## config.mk

```make
export PLATFORM = sky130hd
export DESIGN_NAME = tfma_ctrl
export DESIGN_NICKNAME = d
export VERILOG_FILES = /design/src/design/tfma_pkg.sv /design/src/design/tfma_ctrl.sv
export SDC_FILE = /design/constraint.sdc
export NUM_CORES = 1
export LEC_CHECK = 0
export BUFFER_PORTS_ARGS = -buffer_cell sky130_fd_sc_hd__buf_4
export CAP_MARGIN = 20
export CORE_AREA = 2 2 39 41
export DETAILED_ROUTE_END_ITERATION = 12
export DIE_AREA = 0 0 41 43
export SYNTH_ARGS = -nofsm -noshare
export SYNTH_HDL_FRONTEND = slang
export SYNTH_SLANG_ARGS = --single-unit
```

## constraint.sdc

```tcl
create_clock -name clock -period 1.41 [get_ports clock]
set_clock_uncertainty 0.1 [all_clocks]
set_input_delay 0.423 -clock clock [delete_from_list [all_inputs] [get_ports clock]]
set_output_delay 0.423 -clock clock [all_outputs]
set_load 0.05 [all_outputs]
```

## src/design/tfma_pkg.sv

```systemverilog
// tfma_pkg: shared widths, reset values, codes and bundle types for the
// temperature calibration / moving average / classifier block.
// No dependencies; imported by every design module except tfma_check.
package tfma_pkg;

   // field widths
   localparam int ADC_W  = 16;
   localparam int TEMP_W = 19;
   localparam int LVL_IN_W = 16;

   // default ring length
   localparam int WINDOW_LEN_DEF = 20;

   // register reset values
   localparam logic signed [16:0] QUAD_RST       = -17'sd36299;
   localparam logic signed [15:0] LIN_RST        = -16'sd11595;
   localparam logic [15:0]        OFFSET_RST     = 16'd52325;
   localparam logic [15:0]        FEVER_RST      = 16'd9549;
   localparam logic [15:0]        HIGH_FEVER_RST = 16'd9805;

   // register indexes
   localparam logic [2:0] REG_QUAD       = 3'd0;
   localparam logic [2:0] REG_LIN        = 3'd1;
   localparam logic [2:0] REG_OFFSET     = 3'd2;
   localparam logic [2:0] REG_FEVER      = 3'd3;
   localparam logic [2:0] REG_HIGH_FEVER = 3'd4;

   // classification codes
   localparam logic [1:0] BODY_NORMAL     = 2'd0;
   localparam logic [1:0] BODY_FEVER      = 2'd1;
   localparam logic [1:0] BODY_HIGH_FEVER = 2'd2;

   // configuration bundle
   typedef struct packed {
      logic signed [16:0] quad_coef;
      logic signed [15:0] lin_coef;
      logic [15:0]        offset_temp;
      logic [15:0]        fever_level;
      logic [15:0]        high_fever_level;
   } tfma_cfg_type;

   // stage enables from the controller to the datapath
   typedef struct packed {
      logic load_in;
      logic mul1;
      logic mul2;
      logic acc;
      logic upd;
      logic diva;
      logic divb;
      logic load_out;
   } tfma_cmd_type;

endpackage

```

## src/design/tfma_ctrl.sv

```systemverilog
// tfma_ctrl: sequencer that walks one sample through the datapath stages
// and owns the result valid flag. Depends on tfma_pkg for tfma_cmd_type.
module tfma_ctrl (
   input  logic                   clock,
   input  logic                   reset,
   input  logic                   req_valid,
   output logic                   req_ready,
   output logic                   rsp_valid,
   input  logic                   rsp_ready,
   output tfma_pkg::tfma_cmd_type cmd
);
   import tfma_pkg::*;

   localparam logic [2:0] S_IDLE = 3'd0;
   localparam logic [2:0] S_MUL1 = 3'd1;
   localparam logic [2:0] S_MUL2 = 3'd2;
   localparam logic [2:0] S_ACC  = 3'd3;
   localparam logic [2:0] S_UPD  = 3'd4;
   localparam logic [2:0] S_DIVA = 3'd5;
   localparam logic [2:0] S_DIVB = 3'd6;
   localparam logic [2:0] S_OUT  = 3'd7;

   logic [2:0] state_ff, state_in;
   logic       rsp_valid_ff, rsp_valid_in;
   logic       out_free;

   // output register can take a new result
   assign out_free  = !rsp_valid_ff || rsp_ready;
   assign req_ready = (state_ff == S_IDLE);
   assign rsp_valid = rsp_valid_ff;

   // next state and stage enables
   always_comb begin
      state_in = state_ff;
      cmd      = '0;
      case (state_ff)
         S_IDLE: begin
            if (req_valid) begin
               cmd.load_in = 1'b1;
               state_in    = S_MUL1;
            end
         end
         S_MUL1: begin
            cmd.mul1 = 1'b1;
            state_in = S_MUL2;
         end
         S_MUL2: begin
            cmd.mul2 = 1'b1;
            state_in = S_ACC;
         end
         S_ACC: begin
            cmd.acc  = 1'b1;
            state_in = S_UPD;
         end
         S_UPD: begin
            cmd.upd  = 1'b1;
            state_in = S_DIVA;
         end
         S_DIVA: begin
            cmd.diva = 1'b1;
            state_in = S_DIVB;
         end
         S_DIVB: begin
            cmd.divb = 1'b1;
            state_in = S_OUT;
         end
         S_OUT: begin
            if (out_free) begin
               cmd.load_out = 1'b1;
               state_in     = S_IDLE;
            end
         end
         default: state_in = S_IDLE;
      endcase
   end

   // result valid: set on load, cleared when taken
   always_comb begin
      if (cmd.load_out) begin
         rsp_valid_in = 1'b1;
      end else if (rsp_ready) begin
         rsp_valid_in = 1'b0;
      end else begin
         rsp_valid_in = rsp_valid_ff;
      end
   end

   always_ff @(posedge clock) begin
      if (reset) begin
         state_ff     <= S_IDLE;
         rsp_valid_ff <= 1'b0;
      end else begin
         state_ff     <= state_in;
         rsp_valid_ff <= rsp_valid_in;
      end
   end

endmodule

```

==> impl_metrics.csv <==
group,metric,value,unit
sta,fin_ws,-0.337,ns
sta,fmax,572,MHz
global_route,grt_max_degree,10,
outcome,violations,"setup timing",
cts,postCtsHoldBufs,0,
detailed_routing,detail-route-antenna-nets,0,
synthesis,synth_cell_types,16,
synthesis,synth_seq_cells,4,
die,die_area,1760,sq um
cells_and_area,multi_input_area,288,sq um
sta,worst_slew_pin_slew,0.247,ns
cells_and_area,fillCellCount,134,
cells_and_area,drive_gt1_share,76.1,%
synthesis,yosys-top-cells-count,"nor2_1, and2_1, dfxtp_1, ha_1, nor2b_1",
cells_and_area,utilization,50.5,%
placed_design,finalWeightedCongestion,0.710,
cells_and_area,area_growth,125,%
critical_path,cp.depth,5,
cells_and_area,seq_area,90.1,sq um
synthesis,synth_most_common_cell,"nor2_1",
run,drv_cap,0,
power,ir_drop,0.776,mV
critical_path,slowest_stage,"dfxtp_4",
critical_path,cp-start-kind,"flop",
outcome,status,"complete, but fails checks",
synthesis,yosysWarningCount,0,
die,core_area,1380,sq um
synthesis,syn_area_per_cell,8.17,sq um
critical_path,critPathMaxFanout,4,
synthesis,async_flop_share,0,%
cts,clock_path_buffers,2,
power,total_power,1.48,mW
synthesis,synth_top_area_share,25.8,%
cells_and_area,nets,77,
sta,maxSlewViolCount,0,
cts,clkSinkCount,4,
detailed_routing,wl_per_cell,10.3,um
synthesis,synth_fp_nets,46,
global_route,antenna_found_initial,0,
power,leakagePower,0.325,nW
global_route,overflow,0,
placed_design,port_buffers,13,
detailed_routing,wirelength,859,um
critical_path,cp_slowest_stage_delay,0.36,ns
synthesis,synth_top_area_cell,"dfxtp_1",
synthesis,yosysSeqAreaShare,25.8,%
detailed_routing,drc,0,
cells_and_area,post-route-cell-area,699,sq um
power,cellPowerDensity,2110,nW/um^2
synthesis,syn-instance-count,38,
synthesis,ys.flop_type,"dfxtp_1",
detailed_routing,num_vias,354,
synthesis,synth-edff-count,0,
critical_path,critPathCaptureType,"output pin",
cts,root_buffer,"clkbuf_4",
cts,clock_latency,0.23,ns
synthesis,syn-cell-area,310,sq um
critical_path,cp.buffers_inverters,2,
critical_path,critical-path-top-delay-family,"flip-flops",
global_route,grt_pass1_vias,311,
detailed_routing,first_pass_iters,1,
critical_path,cp.arrival,1.22,ns
detailed_routing,drtIter0Drc,0,
worst_hold_path,min_path_cells,2,
cts,clk_pin_slew,0.04,ns
cts,htree_num_levels,1,
placed_design,place_hpwl,576,um
die,rows,14,
sta,rsz0062_at_grt,"true",
critical_path,crit_type,"flop to output pin",
detailed_routing,viasPerCell,4.27,
cts,numCtsBuffers,3,
sta,min_period,1.75,ns
sta,setup_viol_count_final,12,
critical_path,path_cells,"inv_4 > ha_4 > nor2b_4 > and2_4 > buf_8",
global_route,grt_pass1_wl,1150,um
sta,hold_viol_final,0,
worst_hold_path,hp-class,"primary input to flop",
placed_design,dp_slack,-0.120,ns
die,die_width,41,um
critical_path,reg2reg_depth,9,
die,start_util,22.4,%
critical_path,reg2reg_slack,-0.28,ns
die,dieHeight,43,um
sta,setup-tns-final,-3.05,ns
global_route,grt_use_total,9.44,%
cells_and_area,num_antenna_cells,0,
sta,post-route-period-util,124,%
placed_design,place_area,531,sq um
critical_path,cp_data_required_time,0.89,ns
die,io_pins,14,
cts,cts_tree,"done",
synthesis,ys_top_cells_by_area,"dfxtp_1, ha_1, nor2_1",
sta,slew_headroom,83.6,%
[power by group]
group          internal, mW  switching [mW]  total (mW)  leakage (nW)
Combinational         0.562           0.550        1.11         0.276
Sequential            0.163          0.0672       0.231        0.0350
Clock                0.0948          0.0398       0.135        0.0138
[logic make-up after synthesis]
group	share of synthesized area (%)
simple gates	33.5
compound gates	13.7
buf+inv	7.66
fa+ha+maj	16.1
flops	25.8
mux	3.23
[routing by layer]
| layer | GRT usage [%] | vias to the layer above | share of wire [%] |
|---|---|---|---|
| li1 | - | 185 | - |
| met1 | 11.3 | 160 | 41 |
| met2 | 13.8 | 9 | 55 |
| met3 | 2.62 | 0 | 4.0 |
| met4 | 6.67 | 0 | 0 |
| met5 | 0 | - | 0 |
[per-stage QoR]
step                      hold WS (ns)  instances
after floorplan                  0.388         38
after global placement           0.413         73
after detailed placement         0.425         73
after CTS                        0.265         80
after global routing             0.278         83
final                            0.276         83
[placed cells by master, fill, tap and decap left out, drive strengths merged]
| cell type | netlist | final |
|---|---|---|
| nor2 | 7 | 7 |
| nor3 | 2 | 2 |
| a32oi | 2 | 2 |
| a211oi | 1 | 1 |
| nor2b | 5 | 5 |
| mux2i | 1 | 1 |
| dfxtp | 4 | 4 |
| and2 | 4 | 4 |
| buf | 2 | 28 |
| clkbuf | 0 | 3 |
| a21oi | 2 | 2 |
| inv | 3 | 3 |
| nand2 | 1 | 1 |
| ha | 4 | 4 |
[sequential cells by signal, summed over array words and instances (netlist names)]
signal / cells
rsp_valid: 1
state_ff: 3
[cell type report]
cell class              count  share of cell area, %
multi-input cells          29                   41.1
well taps                  16                   2.86
repair buffers             28                   37.6
flip-flops and latches      4                   12.9
clock buffers               3                   3.22
inverters                   3                   2.33
[path summary, 6_finish.rpt]
check,start,to
setup / recovery,state_ff[1]$_SDFFE_PP0P_,cmd[7]
hold / removal,reset,state_ff[2]$_SDFFE_PP0P_
setup reg to reg,state_ff[0]$_SDFFE_PP0P_,state_ff[0]$_SDFFE_PP0P_
hold reg to reg,state_ff[0]$_SDFFE_PP0P_,state_ff[0]$_SDFFE_PP0P_
[what timing repair did]
| action | in CTS | in global routing |
|---|---|---|
| pin swaps | 3 | 2 |
| resized for setup | 13 | 12 |
| buffers inserted | 4 | 3 |
| setup endpoints to repair | 12 | 12 |
(Power assumes the default switching activity.)
