### config.mk
export PLATFORM = sky130hd
export DESIGN_NAME = tfma_csr
export DESIGN_NICKNAME = d
export VERILOG_FILES = /design/src/design/tfma_pkg.sv /design/src/design/tfma_csr.sv
export SDC_FILE = /design/constraint.sdc
export NUM_CORES = 1
export LEC_CHECK = 0
export ABC_AREA = 1
export BUFFER_PORTS_ARGS = -buffer_cell sky130_fd_sc_hd__buf_2
export CAP_MARGIN = 20
export CORE_AREA = 2 2 100 102
export DETAILED_ROUTE_END_ITERATION = 12
export DIE_AREA = 0 0 102 104
export GPL_TIMING_DRIVEN = 0
export PLACE_DENSITY = 0.74
export SYNTH_ARGS = -nofsm -noshare
export SYNTH_HDL_FRONTEND = slang
export SYNTH_SLANG_ARGS = --single-unit
### constraint.sdc
create_clock -name clock -period 1.9 [get_ports clock]
set_clock_uncertainty 0.15 [all_clocks]
set_input_delay 0.095 -clock clock [delete_from_list [all_inputs] [get_ports clock]]
set_output_delay 0.095 -clock clock [all_outputs]
set_load 0.05 [all_outputs]
### src/design/tfma_pkg.sv
// tfma_pkg: shared widths, reset values, codes and bundle types for the
// temperature calibration / moving average / classifier block.
// No dependencies; imported by every design module except tfma_check.
package tfma_pkg;

   // field widths
   localparam int ADC_W  = 16;
   localparam int TEMP_W = 19;
   localparam int LVL_IN_W = 16;

   // default ring length
   localparam int WINDOW_LEN_DEF = 20;

   // register reset values
   localparam logic signed [16:0] QUAD_RST       = -17'sd36299;
   localparam logic signed [15:0] LIN_RST        = -16'sd11595;
   localparam logic [15:0]        OFFSET_RST     = 16'd52325;
   localparam logic [15:0]        FEVER_RST      = 16'd9549;
   localparam logic [15:0]        HIGH_FEVER_RST = 16'd9805;

   // register indexes
   localparam logic [2:0] REG_QUAD       = 3'd0;
   localparam logic [2:0] REG_LIN        = 3'd1;
   localparam logic [2:0] REG_OFFSET     = 3'd2;
   localparam logic [2:0] REG_FEVER      = 3'd3;
   localparam logic [2:0] REG_HIGH_FEVER = 3'd4;

   // classification codes
   localparam logic [1:0] BODY_NORMAL     = 2'd0;
   localparam logic [1:0] BODY_FEVER      = 2'd1;
   localparam logic [1:0] BODY_HIGH_FEVER = 2'd2;

   // configuration bundle
   typedef struct packed {
      logic signed [16:0] quad_coef;
      logic signed [15:0] lin_coef;
      logic [15:0]        offset_temp;
      logic [15:0]        fever_level;
      logic [15:0]        high_fever_level;
   } tfma_cfg_type;

   // stage enables from the controller to the datapath
   typedef struct packed {
      logic load_in;
      logic mul1;
      logic mul2;
      logic acc;
      logic upd;
      logic diva;
      logic divb;
      logic load_out;
   } tfma_cmd_type;

endpackage

### src/design/tfma_csr.sv
// tfma_csr: configuration registers behind the APB-style port.
// Depends on tfma_pkg for reset values, register indexes and tfma_cfg_type.
module tfma_csr (
   input  logic                  clock,
   input  logic                  reset,
   input  logic                  csr_psel,
   input  logic                  csr_penable,
   input  logic                  csr_pwrite,
   input  logic [4:0]            csr_paddr,
   input  logic [31:0]           csr_pwdata,
   output logic [31:0]           csr_prdata,
   output logic                  csr_pready,
   output tfma_pkg::tfma_cfg_type cfg
);
   import tfma_pkg::*;

   logic [2:0]        idx;
   logic              wr_en;
   logic signed [16:0] quad_ff, quad_in;
   logic signed [15:0] lin_ff, lin_in;
   logic [15:0]       offset_ff, offset_in;
   logic [15:0]       fever_ff, fever_in;
   logic [15:0]       high_ff, high_in;

   assign csr_pready = 1'b1;
   assign idx        = csr_paddr[4:2];
   assign wr_en      = csr_psel & csr_penable & csr_pwrite;

   // write decode
   always_comb begin
      quad_in   = quad_ff;
      lin_in    = lin_ff;
      offset_in = offset_ff;
      fever_in  = fever_ff;
      high_in   = high_ff;
      if (wr_en) begin
         case (idx)
            REG_QUAD:       quad_in   = $signed(csr_pwdata[16:0]);
            REG_LIN:        lin_in    = $signed(csr_pwdata[15:0]);
            REG_OFFSET:     offset_in = csr_pwdata[15:0];
            REG_FEVER:      fever_in  = csr_pwdata[15:0];
            REG_HIGH_FEVER: high_in   = csr_pwdata[15:0];
            default: ;
         endcase
      end
   end

   always_ff @(posedge clock) begin
      if (reset) begin
         quad_ff   <= QUAD_RST;
         lin_ff    <= LIN_RST;
         offset_ff <= OFFSET_RST;
         fever_ff  <= FEVER_RST;
         high_ff   <= HIGH_FEVER_RST;
      end else begin
         quad_ff   <= quad_in;
         lin_ff    <= lin_in;
         offset_ff <= offset_in;
         fever_ff  <= fever_in;
         high_ff   <= high_in;
      end
   end

   // read mux, signed registers sign extended
   always_comb begin
      case (idx)
         REG_QUAD:       csr_prdata = {{15{quad_ff[16]}}, quad_ff};
         REG_LIN:        csr_prdata = {{16{lin_ff[15]}}, lin_ff};
         REG_OFFSET:     csr_prdata = {16'd0, offset_ff};
         REG_FEVER:      csr_prdata = {16'd0, fever_ff};
         REG_HIGH_FEVER: csr_prdata = {16'd0, high_ff};
         default:        csr_prdata = 32'd0;
      endcase
   end

   assign cfg.quad_coef        = quad_ff;
   assign cfg.lin_coef         = lin_ff;
   assign cfg.offset_temp      = offset_ff;
   assign cfg.fever_level      = fever_ff;
   assign cfg.high_fever_level = high_ff;

endmodule

==> reports/qor.csv <==
stage;metric;value;unit
synth;syn avg cell area;6.66;um^2
cts;Max H-tree Level;3;
cts;TritonCTS clock tree;built;
sta;Final Hold Viols;0;
drt;Post-Route WL;14800;um
die;full die area;10600;um^2
finish;multi-input logic area;2050;um^2
placed_design;Post-DP HPWL;10800;um
finish;share of cells above drive strength 1;27.3;%
die;Initial Util;42.7;%
die;die width;102;um
grt;Total GRT Usage;27.4;%
drt;DR pass1 iterations;5;
min_path;Worst Hold Class;primary input to register;
sta;final setup fails;0;
finish;Final Util;56.0;%
synth;count of different cell masters after synthesis;22;
grt;met2 Use GR;44.2;%
worst_setup_path;CP startpoint kind;primary input;
sta;fin worst setup slack;95.5;ps
grt;first-pass GRT wire length;22500;um
drt;Final ANT Viol Nets;0;
synth;post-synthesis net count;654;
finish;Post-Layout Cell Count;916;
grt;met1 GRT Util;34.8;%
status;status;finished clean;
synth;sequential fraction of the synthesis area;39.8;%
synth;yosys warns;0;
worst_setup_path;kind of critical path;primary input to output pin;
cts;CTS root buffer;clkbuf_8;
cts;CTS clock-pin slew for the worst setup and hold paths;90;ps
grt;vias in the first global route;4405;
placed_design;gpl congestion;0.902;
power;Max VDD drop;0.000378;V
job;max-cap violations;0;
placed_design;dpl cell area;4930;um^2
placed_design;placed cell count;880;
grt;GR peak layer;met2;
power;pwr dens;734;nW/um^2
sta;Setup TNS;0;ps
cts;latest clock arrival within the worst-skew pair;350;ps
power;Pleak;2.82;nW
die;DIE HEIGHT;104;um
grt;initial antenna violation count;0;
drt;via count;4816;
cts;CTS buffer count;9;
sta;Slew headroom;57.1;%
synth;Seq cells post-synth;81;
sta;Min Hold Slack;65.5;ps
worst_setup_path;Arr. time, crit path;1560;ps
finish;FF/Latch Area;1620;um^2
finish;fillers;920;
grt;GR Overflow Total;0;
sta;Final Cycle Share;95.0;%
cts;CTS Sinks;81;
synth;Gate Count Post-Synth;612;
worst_setup_path;CP required;1650;ps
finish;fin area;5350;um^2
drt;DRT iter0 DRCs;466;
worst_setup_path;CP Max Fanout;10;
finish;P&R area growth vs syn;31.2;%
synth;Syn Std Cell Area;4080;um^2
die;I/O pins;156;
die;Cell Rows;36;
sta;highest clock rate;0.554;GHz
worst_setup_path;endpoint type of the worst setup path;output pin;
die;core region area;9550;um^2
placed_design;Setup WS pre-CTS;23.5;ps
grt;met3 usage;4.30;%
placed_design;port bufs;135;
finish;Nets;821;
sta;max-slew violations;0;
sta;Period minus WS final;1800;ps
finish;# diodes;0;
power;Pwr Total;3.93;mW
drt;DR WL/cell;16.2;um
grt;largest net degree at the start of global routing;17;
sta;unrepaired setup endpoints after global routing;false;
drt;residual DRC count;0;
drt;vias per cell;5.26;
cts;maximum clock path buffer count;2;
sta;worst-margin pin slew;643;ps
==> worst max-delay path, cell delays in order <==
cell and delay [ps]:
buf_2 150, nor2_4 150, clkbuf_1 490, nand3_1 140, nand2_1 160, nor2_1 50
nand2_1 60, buf_2 260
==> power breakdown <==
| part | switching (mW) | total (mW) | internal, mW |
|---|---|---|---|
| Combinational | 0.585 | 0.793 | 0.208 |
| Sequential | 0.0195 | 1.74 | 1.72 |
| Clock | 0.626 | 1.40 | 0.769 |
==> registers in the layout, summed over array words and instances (netlist names) <==
| register | cells |
|---|---|
| high_ff | 16 |
| offset_ff | 16 |
| quad_ff | 17 |
| fever_ff | 16 |
| lin_ff | 16 |
==> per-layer routing <==
metal / share of wire, % / wire length, um
met3: 10 / 1530
met5: 0 / 0
met4: 4.5 / 671
met2: 46 / 6850
met1: 39 / 5780
==> cells in the final DEF, fill, tap and decap left out <==
cell / n
buf_1: 5
buf_2: 145
buf_4: 25
buf_6: 3
buf_8: 1
bufinv_16: 2
clkbuf_1: 9
clkbuf_2: 3
clkbuf_8: 10
clkinv_2: 1
conb_1: 1
dfxtp_1: 81
dlygate4sd3_1: 18
inv_1: 20
inv_2: 4
inv_4: 1
nand2_1: 202
nand2_2: 4
nand2_4: 1
nand3_1: 116
nand3_2: 1
nand3_4: 2
nand4_1: 16
nor2_1: 101
nor2_4: 8
nor2_8: 2
o21ai_4: 1
==> final cells by class <==
class,instances,area share (%)
timing repair buffer,156,16.4
clock buffer,12,2.71
sequential,81,30.3
inverter,25,1.80
buffer,51,6.06
clock inverter,3,1.22
tap,133,3.11
multi-input combinational,455,38.3
==> cells in the mapped netlist <==
| library cell | number | area, um^2 |
|---|---|---|
| nor2_4 | 8 | 90.1 |
| inv_2 | 4 | 15.0 |
| inv_1 | 20 | 75.1 |
| buf_2 | 10 | 50.1 |
| conb_1 | 1 | 3.75 |
| nand3_1 | 116 | 581 |
| nand3_4 | 2 | 35.0 |
| buf_8 | 1 | 15.0 |
| dfxtp_1 | 81 | 1620 |
| nand2_2 | 4 | 25.0 |
| buf_4 | 22 | 165 |
| buf_6 | 3 | 33.8 |
| nand2_4 | 1 | 11.3 |
| inv_4 | 1 | 6.26 |
| nor2_8 | 2 | 40.0 |
| nand2_1 | 202 | 758 |
| nand3_2 | 1 | 10.0 |
| o21ai_0 | 1 | 5.00 |
| nand4_1 | 16 | 100 |
| buf_1 | 8 | 30.0 |
| nor2_1 | 101 | 379 |
| clkbuf_1 | 7 | 26.3 |
==> logic make-up (layout without fill, tap and decap cells) <==
logic type / after synthesis / count (layout) / synth area share (%)
compound gates: 1 / 1 / 0.123
buf+inv: 76 / 247 / 10.2
flops: 81 / 81 / 39.8
other cells: 1 / 1 / 0.0920
simple gates: 453 / 453 / 49.8
==> path summary, 6_finish.rpt <==
check / start / end / slack (ps) / depth (start not counted)
worst min-delay path: csr_paddr[2] / quad_ff[3]$_SDFFE_PP0P_ / 70 / 5
worst max-delay path: csr_paddr[3] / csr_prdata[8] / 100 / 8
worst min register to register: quad_ff[14]$_SDFFE_PP1P_ / quad_ff[14]$_SDFFE_PP1P_ / 340 / 2
worst max register to register: high_ff[4]$_SDFFE_PP0P_ / high_ff[4]$_SDFFE_PP0P_ / 1110 / 2
==> timing repair <==
action	CTS	global route
buffers inserted	0	3
setup endpoints to repair	0	26
gates resized for setup	0	3
hold buffers	18	0
hold endpoints to repair	52	0
Note: power is estimated with default switching activity, not from simulation.
